[config.mk]
export PLATFORM = sky130hd
export DESIGN_NAME = timer_deadline_queue
export DESIGN_NICKNAME = d
export VERILOG_FILES = /design/src/sv/tdq_pkg.sv /design/src/sv/tdq_cell.sv /design/src/sv/timer_deadline_queue.sv
export SDC_FILE = /design/constraint.sdc
export NUM_CORES = 2
export LEC_CHECK = 0
export ABC_AREA = 1
export BUFFER_PORTS_ARGS = -buffer_cell sky130_fd_sc_hd__buf_2
export CAP_MARGIN = 40
export CORE_ASPECT_RATIO = 1.25
export CORE_MARGIN = 2
export CORE_UTILIZATION = 55
export CTS_BUF_LIST = sky130_fd_sc_hd__clkbuf_4 sky130_fd_sc_hd__clkbuf_8
export DETAILED_ROUTE_END_ITERATION = 10
export PLACE_DENSITY_LB_ADDON = 0.2
export SLEW_MARGIN = 30
export SYNTH_ARGS = -nofsm -noshare
export SYNTH_HDL_FRONTEND = slang
export SYNTH_SLANG_ARGS = --single-unit
[constraint.sdc]
create_clock -name clk -period 4.65 [get_ports clk]
set_input_delay 0.2325 -clock clk [delete_from_list [all_inputs] [get_ports clk]]
set_output_delay 0.2325 -clock clk [all_outputs]
set_load 0.02 [all_outputs]
[src/sv/tdq_pkg.sv]
package tdq_pkg;

	localparam int QUEUE_DEPTH = 16;
	localparam int MAX_RESULTS = 16;
	localparam int DL_W        = 32;
	localparam int CB_W        = 8;

	typedef enum logic [1:0] {
		CELL_HOLD,
		CELL_INSERT,
		CELL_POP
	} cell_op_t;

	typedef enum logic {
		OP_ADD   = 1'b0,
		OP_CHECK = 1'b1
	} op_code_t;

	typedef struct packed {
		logic            valid;
		logic [DL_W-1:0] deadline;
		logic [CB_W-1:0] callback;
	} entry_t;

endpackage

[src/sv/tdq_cell.sv]
module tdq_cell
	import tdq_pkg::*;
(
	input  logic     clk,
	input  logic     arst_n,
	input  cell_op_t op,
	input  entry_t   new_ent,
	input  entry_t   left_ent,
	input  logic     left_keep,
	input  entry_t   right_ent,
	output entry_t   ent,
	output logic     keep
);

	logic            valid_q;
	logic [DL_W-1:0] deadline_q;
	logic [CB_W-1:0] callback_q;
	entry_t          nxt;
	logic            load;

	// keep: this entry stays put on insert (ties stay ahead of the new word)
	assign keep = valid_q && (deadline_q <= new_ent.deadline);
	assign ent  = '{valid: valid_q, deadline: deadline_q, callback: callback_q};

	always_comb begin
		nxt  = ent;
		load = 1'b0;
		unique case (op)
			CELL_HOLD: begin
				load = 1'b0;
			end
			CELL_INSERT: begin
				if (!keep) begin
					load = 1'b1;
					nxt  = left_keep ? new_ent : left_ent;
				end
			end
			CELL_POP: begin
				load = 1'b1;
				nxt  = right_ent;
			end
			default: begin
				load = 1'b0;
			end
		endcase
	end

	always_ff @(posedge clk or negedge arst_n) begin
		if (!arst_n) begin
			valid_q <= 1'b0;
		end else if (load) begin
			valid_q <= nxt.valid;
		end
	end

	always_ff @(posedge clk) begin
		if (load) begin
			deadline_q <= nxt.deadline;
			callback_q <= nxt.callback;
		end
	end

endmodule

[src/sv/timer_deadline_queue.sv]
// Channel | Handshake          | Fields
// in      | in_valid/in_stall  | operation, deadline, callback_id, now
// out     | out_valid/out_stall| fired, fired_callback, fired_deadline, add_rejected, last
//
// Add: capture, then a sorted insert across the cell row.
// Check: capture, then one result word at a time as the output frees; each fired word
//   pops the head and the whole row shifts one cell toward the head.
// One word is in flight at a time; in_stall is high until it is done.
// Reset clears the cell valid bits, the state machine and out_valid.
// A stalled output word holds; the sequencer waits for the output register.
module timer_deadline_queue
	import tdq_pkg::*;
(
	input  logic            clk,
	input  logic            arst_n,
	input  logic            in_valid,
	output logic            in_stall,
	input  logic            operation,
	input  logic [DL_W-1:0] deadline,
	input  logic [CB_W-1:0] callback_id,
	input  logic [DL_W-1:0] now,
	output logic            out_valid,
	input  logic            out_stall,
	output logic            fired,
	output logic [CB_W-1:0] fired_callback,
	output logic [DL_W-1:0] fired_deadline,
	output logic            add_rejected,
	output logic            last
);

	localparam int CNT_W = $clog2(MAX_RESULTS + 1);
	localparam logic [CNT_W-1:0] CNT_LAST = CNT_W'(MAX_RESULTS - 1);

	typedef enum logic [1:0] {
		S_IDLE,
		S_ADD,
		S_CHECK
	} state_t;

	state_t          state_q;
	op_code_t        op_in;
	logic [DL_W-1:0] now_q;
	entry_t          new_q;
	logic [CNT_W-1:0] cnt_q;

	logic            out_valid_q;
	logic            fired_q;
	logic [CB_W-1:0] fired_callback_q;
	logic [DL_W-1:0] fired_deadline_q;
	logic            add_rejected_q;
	logic            last_q;

	// cell row: ent[QUEUE_DEPTH] is an always-empty pad past the tail
	entry_t                 ent   [0:QUEUE_DEPTH];
	entry_t                 lent  [0:QUEUE_DEPTH-1];
	logic [QUEUE_DEPTH:0]   keep_v;
	logic [QUEUE_DEPTH-1:0] valid_v;
	cell_op_t               cell_op;

	logic out_free;
	logic full;
	logic head_hit;
	logic next_hit;

	assign op_in    = op_code_t'(operation);
	assign out_free = !out_valid_q || !out_stall;
	assign full     = ent[QUEUE_DEPTH-1].valid;
	assign keep_v[0] = 1'b1;
	assign ent[QUEUE_DEPTH] = '{valid: 1'b0, deadline: '0, callback: '0};

	// head_hit: the head has expired; next_hit looks one cell down, within the
	// per-check limit, to decide whether this word closes the check
	assign head_hit = ent[0].valid && (ent[0].deadline <= now_q);
	assign next_hit = ent[1].valid && (ent[1].deadline <= now_q) && (cnt_q < CNT_LAST);

	for (genvar i = 0; i < QUEUE_DEPTH; i++) begin : g_cell
		assign valid_v[i] = ent[i].valid;
		if (i == 0) begin : g_first
			assign lent[i] = new_q;
		end else begin : g_rest
			assign lent[i] = ent[i-1];
		end
		tdq_cell u_cell (
			.clk       (clk),
			.arst_n    (arst_n),
			.op        (cell_op),
			.new_ent   (new_q),
			.left_ent  (lent[i]),
			.left_keep (keep_v[i]),
			.right_ent (ent[i+1]),
			.ent       (ent[i]),
			.keep      (keep_v[i+1])
		);
	end

	always_comb begin
		cell_op = CELL_HOLD;
		if (out_free) begin
			if (state_q == S_ADD && !full) begin
				cell_op = CELL_INSERT;
			end else if (state_q == S_CHECK && head_hit) begin
				cell_op = CELL_POP;
			end
		end
	end

	assign in_stall = (state_q != S_IDLE);

	always_ff @(posedge clk or negedge arst_n) begin
		if (!arst_n) begin
			state_q     <= S_IDLE;
			cnt_q       <= '0;
			out_valid_q <= 1'b0;
		end else begin
			// idle drops out_valid once the word drains; busy states reload it whenever it is free
			if (state_q == S_IDLE && out_valid_q && !out_stall) begin
				out_valid_q <= 1'b0;
			end
			unique case (state_q)
				S_IDLE: begin
					if (in_valid) begin
						cnt_q   <= '0;
						state_q <= (op_in == OP_ADD) ? S_ADD : S_CHECK;
					end
				end
				S_ADD: begin
					if (out_free) begin
						out_valid_q <= 1'b1;
						state_q     <= S_IDLE;
					end
				end
				S_CHECK: begin
					if (out_free) begin
						out_valid_q <= 1'b1;
						cnt_q       <= cnt_q + 1'b1;
						if (!head_hit || !next_hit) begin
							state_q <= S_IDLE;
						end
					end
				end
				default: begin
					state_q <= S_IDLE;
				end
			endcase
		end
	end

	// captured item and output word payload
	always_ff @(posedge clk) begin
		if (state_q == S_IDLE && in_valid) begin
			now_q <= now;
			new_q <= '{valid: 1'b1, deadline: deadline, callback: callback_id};
		end
		if (out_free && state_q == S_ADD) begin
			fired_q          <= 1'b0;
			fired_callback_q <= '0;
			fired_deadline_q <= '0;
			add_rejected_q   <= full;
			last_q           <= 1'b1;
		end else if (out_free && state_q == S_CHECK) begin
			fired_q          <= head_hit;
			fired_callback_q <= head_hit ? ent[0].callback : '0;
			fired_deadline_q <= head_hit ? ent[0].deadline : '0;
			add_rejected_q   <= 1'b0;
			last_q           <= !(head_hit && next_hit);
		end
	end

	assign out_valid      = out_valid_q;
	assign fired          = fired_q;
	assign fired_callback = fired_callback_q;
	assign fired_deadline = fired_deadline_q;
	assign add_rejected   = add_rejected_q;
	assign last           = last_q;

	// occupied cells always form a prefix of the row
	a_prefix: assert property (@(posedge clk) disable iff (!arst_n)
		((valid_v + 1'b1) & valid_v) == '0)
		else $error("cell row has a hole");

	// head is never later than its neighbor
	a_sorted: assert property (@(posedge clk) disable iff (!arst_n)
		(ent[0].valid && ent[1].valid) |-> (ent[0].deadline <= ent[1].deadline))
		else $error("cell row out of order");

	// a fired word of the running check never reports a deadline past its time
	a_fired_due: assert property (@(posedge clk) disable iff (!arst_n)
		(out_valid && fired && state_q == S_CHECK && cnt_q != '0)
			|-> (fired_deadline <= now_q))
		else $error("fired entry not yet due");

	// a rejected add leaves the row full
	a_reject_full: assert property (@(posedge clk) disable iff (!arst_n)
		(out_valid && add_rejected) |-> full)
		else $error("add rejected while queue had room");

endmodule
=== Yosys cells after proc, flatten, opt, wreduce, memory -nomap -nowiden ===
Index checks and enable logic that the tools add are counted.

* Flip-flop bits (word level): 779
* Output and inout bits: 45
* Logic and storage cells: 260

* Add/subtract/negate cells: 1
* $lt $le $gt $ge: 19
* Equal/unequal tests: 24
* Muxes and demuxes: 98
* Reductions and logical operators: 59

{| class="wikitable"
|+ Operator list
! operator !! count
|-
| case mux 41 bit (2 select lines) || 16
|-
| 2-to-1 mux 41 bit || 31
|-
| less-or-equal comparator 32 bit || 18
|-
| AND reduction 3 bit || 17
|-
| inequality test 2 bit, second input constant || 19
|-
| 2-to-1 mux 32 bit || 1
|-
| case mux 1 bit (2 select lines) || 16
|-
| logical AND 1 bit || 27
|-
| 2-to-1 mux 1 bit || 21
|-
| 2-to-1 mux 2 bit || 8
|-
| 2-to-1 mux 5 bit || 2
|-
| case mux 5 bit (2 select lines) || 1
|-
| 2-to-1 mux 8 bit || 1
|-
| nonzero test 2 bit || 4
|-
| zero test 1 bit || 6
|-
| case mux 2 bit (3 select lines) || 1
|-
| adder 5 x 1 -> 5 bit, second input constant || 1
|-
| less-than comparator 5 x 4 -> 1 bit, second input constant || 1
|-
| equality test 2 x 1 -> 1 bit, second input constant || 2
|-
| equality test 2 bit, second input constant || 2
|-
| AND reduction 4 bit || 1
|-
| zero test 2 bit || 1
|-
| logical OR 1 bit || 2
|-
| inequality test 2 x 1 -> 1 bit, second input constant || 1
|-
| OR reduction 2 bit || 1
|}

=== Longest topological paths before layout ===
* Depth after elaboration: 9
* Mapped depth: 21
* Gate-level depth less buffers: 20

=== Modules after synthesis ===
A second synthesis with hierarchy kept.

* Cell total of the unflattened synthesis: 6748
* Area, all modules: 53612.7 µm²

{| class="wikitable"
|+ Modules (own cells, without submodules)
! module !! times used !! cells each !! area an instance (µm²) !! seq. area each (µm²)
|-
| tdq_cell || 16 || 384 || 2967.8 || 1226.2
|-
| timer_deadline_queue || 1 || 604 || 6127.1 || 3233.1
|}

=== Least setup slack after synthesis ===
No wires, ideal clock.

* Kind: reg-to-reg
* Start: register new_q (netlist bit lent[654])
* End: register g_cell[0].u_cell.callback_q[0], enable pin
* Library setup time: 493 ps
* Arrival time: 4639 ps
* Path slack: -482 ps
* Stages on the path, launching flop included: 12
* Buffers on the path: 1
* Clock period less this slack: 5132 ps
* Path through: edfxtp_1 -> inv_1 -> ha_1 -> nand2_1 -> nor2_1 -> nand2_1 -> nor4_2 -> nand2_1 -> nand2_1 -> a21oi_1 -> buf_2 -> o21ai_0

* Cells in the longest elaborated chain, start to end: 5
* Elaborated cells on any way between the ends: 6

{| class="wikitable"
|+ Ends and longest elaborated chain
! item !! line !! source
|-
| start, declared || timer_deadline_queue.sv:43 || <nowiki>entry_t new_q;</nowiki>
|-
| start signal, assigned || timer_deadline_queue.sv:152 || <nowiki>new_q <= '{valid: 1'b1, deadline: deadline, callback: callback_id};</nowiki>
|-
| less-or-equal comparator 32 bit (*) || tdq_cell.sv:22 || <nowiki>assign keep = valid_q && (deadline_q <= new_ent.deadline);</nowiki>
|-
| logical AND 1 bit (*) || tdq_cell.sv:22 ||
|-
| 2-to-1 mux 1 bit || tdq_cell.sv:33 || <nowiki>if (!keep) begin</nowiki>
|-
| case mux 1 bit (2 select lines) || tdq_cell.sv:28 || <nowiki>unique case (op)</nowiki>
|-
| AND reduction 3 bit (no line) (*) || - ||
|-
| end signal, assigned || tdq_cell.sv:59 || <nowiki>callback_q <= nxt.callback;</nowiki>
|-
| end, declared || tdq_cell.sv:17 || <nowiki>logic [CB_W-1:0] callback_q;</nowiki>
|}

Every way passes the cells marked *; elsewhere a longest branch is shown, timed or not.
A chain may end at the register's enable or synchronous reset.

=== Final worst setup path ===
* Start: register new_q (netlist bit lent[627])
* End: register g_cell[10].u_cell.callback_q[1], enable pin

* Cells in the longest elaborated chain, start to end: 5
* Elaborated cells on any way between the ends: 6

{| class="wikitable"
|+ Ends and longest elaborated chain
! item !! line
|-
| less-or-equal comparator 32 bit (*) || tdq_cell.sv:22
|-
| logical AND 1 bit (*) || tdq_cell.sv:22
|-
| 2-to-1 mux 1 bit || tdq_cell.sv:33
|-
| case mux 1 bit (2 select lines) || tdq_cell.sv:28
|-
| AND reduction 3 bit (no line) (*) || -
|-
| end signal, assigned || tdq_cell.sv:59
|-
| end, declared || tdq_cell.sv:17
|}

Marked as above.

==> qor.yml <==
critical_path:
  worst-r2r-setup-slack_ps: 570
  cp_data_arrival_time_ps: 4570
  crit_required_ps: 5130
  cp_max_fo: 40
  reg2regPathDepth: 16
  timing.rr.start: "lent[627]$_DFFE_PP_"
  start_kind: "register"
  critPathCaptureType: "register"
  path_class: "register to register"
  cp-startpoint: "lent[627]$_DFFE_PP_"
  r2r_end: "g_cell[10].u_cell.callback_q[1]$_DFFE_PP_"
place:
  dp.cells: 7652
  port_buffers: 121
  place.gp.congestion: 0.8988
  placed_area_um2: 53580
  hpwl_um: 101700
global_routing:
  antenna_found_initial: 1
  track_usage: 0.2902
  grt_pass1_vias: 43350
  overflow: 0
  grt_pass1_wl_um: 227900
  grt_max_degree: 178
sta:
  min_period_ps: 4083
  fin_skew_ps: 36.84
  tightestPinTransition_ps: 911.9
  hold_violations: 0
  grt_setup_unrepaired: "false"
  fin_hold_ws_ps: 86.76
  tns_ps: 0
  slew_viol_final: 0
  final-setup-viol-count: 0
  slew_headroom: 0.3921
  fmaxAchievable_mhz: 244.9
  timing.final.crit_share: 0.8780
synthesis:
  synth_cells: 6544
  synthesis.area_um2: 52120
  ys_types: 36
  syn_nets: 7169
  async_reset_ff_frac: 0.03081
  yosys_register_bits: 779
  synthFlopType: "edfxtp_1"
  synth_edf_count: 713
  ys_seq_area_frac: 0.4384
  yosysWarnings: 0
  syn_area_per_cell_um2: 7.965
routing:
  met2_length_um: 67160
  m1WireLength_um: 60710
  num_vias: 44530
  wl_met3_um: 8475
  drc: 0
  via_per_inst: 5.572
  highest_layer: "met4"
  wl_um: 141900
  drtIter0Drc: 3902
  wire_per_inst_um: 17.75
  drt-pass1-iter-count: 6
  antenna_left: 0
hold_path:
  hold_depth: 2
  min_from: "deadline[29]"
  hold_class: "input port to register"
  holdPathEnd: "lent[652]$_DFFE_PP_"
cts:
  cts.sinks: 779
  clkTransAtPathRegs_ps: 70
  clock_latency_ps: 870
  cts_buffer_depth: 3
  htreeDepth: 4
  cts_tree: "built"
  root_buffer: "clkbuf_8"
  cts_resized: 0
  cts-buffers-inserted: 138
floorplanning:
  die_w_um: 279.3
  ios: 122
  coreArea_um2: 94120
  die_y_um: 348.2
  rows: 126
  initial_core_util: 0.5538
  die_area_um2: 97260
power:
  ir_drop_mv: 0.4454
  p_total_mw: 36.39
  p_leak_nw: 27.23
  power.density_nw_per_um2: 635.5
final_layout:
  multi_input_area_um2: 26150
  stdcell_count: 7992
  fin_area_um2: 57260
  area_growth_syn_to_layout_pct: 9.849
  final_common_cell: "nand2_1"
  layout_common_cells: "nand2_1, edfxtp_1, ha_1"
  nets: 7291
  filler_cell_count: 8244
  layout-drive-gt1-share: 0.07542
  regArea_um2: 22850
flow_run:
  cap_viol_max_count: 0
run_status:
  outcome: "finished, final reports clean"
## per-layer routing
metal  GRT usage  vias up
met5           0        -
met4      0.1254        0
met3     0.03963      288
met2      0.4858     1572
met1      0.3766    20430
li1            -    22240
## cell usage after synthesis, types with 51 or more instances
library cell / number / area share
inv_1: 296 / 0.021
buf_6: 51 / 0.011
edfxtp_1: 713 / 0.41
o21ai_0: 261 / 0.025
a21oi_1: 303 / 0.029
o211ai_1: 63 / 0.0091
buf_2: 149 / 0.014
nand3_1: 538 / 0.052
clkbuf_1: 134 / 0.0096
nand2_1: 3034 / 0.22
nand4_1: 66 / 0.0079
nor2_1: 140 / 0.010
ha_1: 548 / 0.13
## sequential cells by signal, summed over array words and instances, names as in the netlist
signal                    count
g_cell.u_cell.deadline_q    512
g_cell.u_cell.callback_q    128
lent                         40
fired_deadline               32
now_q                        32
g_cell.u_cell.valid_q        16
fired_callback                8
cnt_q                         5
state_q                       2
add_rejected                  1
fired                         1
last                          1
out_valid                     1
## metrics by stage
step                      utilization  worst slack [ps]
after global placement         0.5685             757.3
after detailed placement       0.5693             737.8
final                          0.6084             567.2
after global routing           0.6084             485.0
after CTS                      0.6082             704.4
after floorplan                     -             603.3
## worst max-delay path: stages, from the launching register on
cell and delay (ps):
edfxtp_1 820, inv_1 480, buf_4 320, ha_1 280, nand2_1 50, nor2_1 360
nand2_1 110, nand3_1 130, nand2_1 60, nand2_1 120, nand2_1 60, nand2_1 70
nand2_1 80, nand2_1 110, nand2_1 90, nand2_2 80, buf_4 470
## power breakdown
part	switching [mW]	internal (mW)	total (mW)
clock network	3.02	3.54	6.56
registers	1.91	11.7	13.6
logic	10.9	5.31	16.2
## cell families (layout without fill, tap and decap cells)
logic type      Yosys count  in the layout  share of synthesized area
fa+ha+maj               548            548                     0.1315
buf+inv                 668            899                    0.06133
compound gates          707            707                    0.07269
other cells               0              1                          0
simple gates           3842           3842                     0.2960
flops                   779            779                     0.4384
## worst max-delay path by stage
stage                                                            to  cells after the start
after floorplan            g_cell[0].u_cell.callback_q[0]$_DFFE_PP_                     11
after global placement    g_cell[10].u_cell.callback_q[1]$_DFFE_PP_                     14
after detailed placement  g_cell[10].u_cell.callback_q[7]$_DFFE_PP_                     16
after CTS                 g_cell[10].u_cell.callback_q[7]$_DFFE_PP_                     16
after global routing       g_cell[1].u_cell.deadline_q[6]$_DFFE_PP_                     14
final                     g_cell[10].u_cell.callback_q[1]$_DFFE_PP_                     16
## repair_timing
item / 4_1_cts / 5_1_grt
buffers inserted: 0 / 0
endpoints found under the hold margin: 118 / 0
hold buffers: 89 / 0
## final cells by class
class                   count  area share
multi-input cells        5097      0.4567
clock buffers             198     0.04180
clock inverters            51    0.006403
inverters                 299     0.01991
diodes                      1  0.00004370
repair buffers            351     0.04943
flip-flops and latches    779      0.3991
well taps                1216     0.02657
No activity file was read; power rests on OpenSTA's default activity.
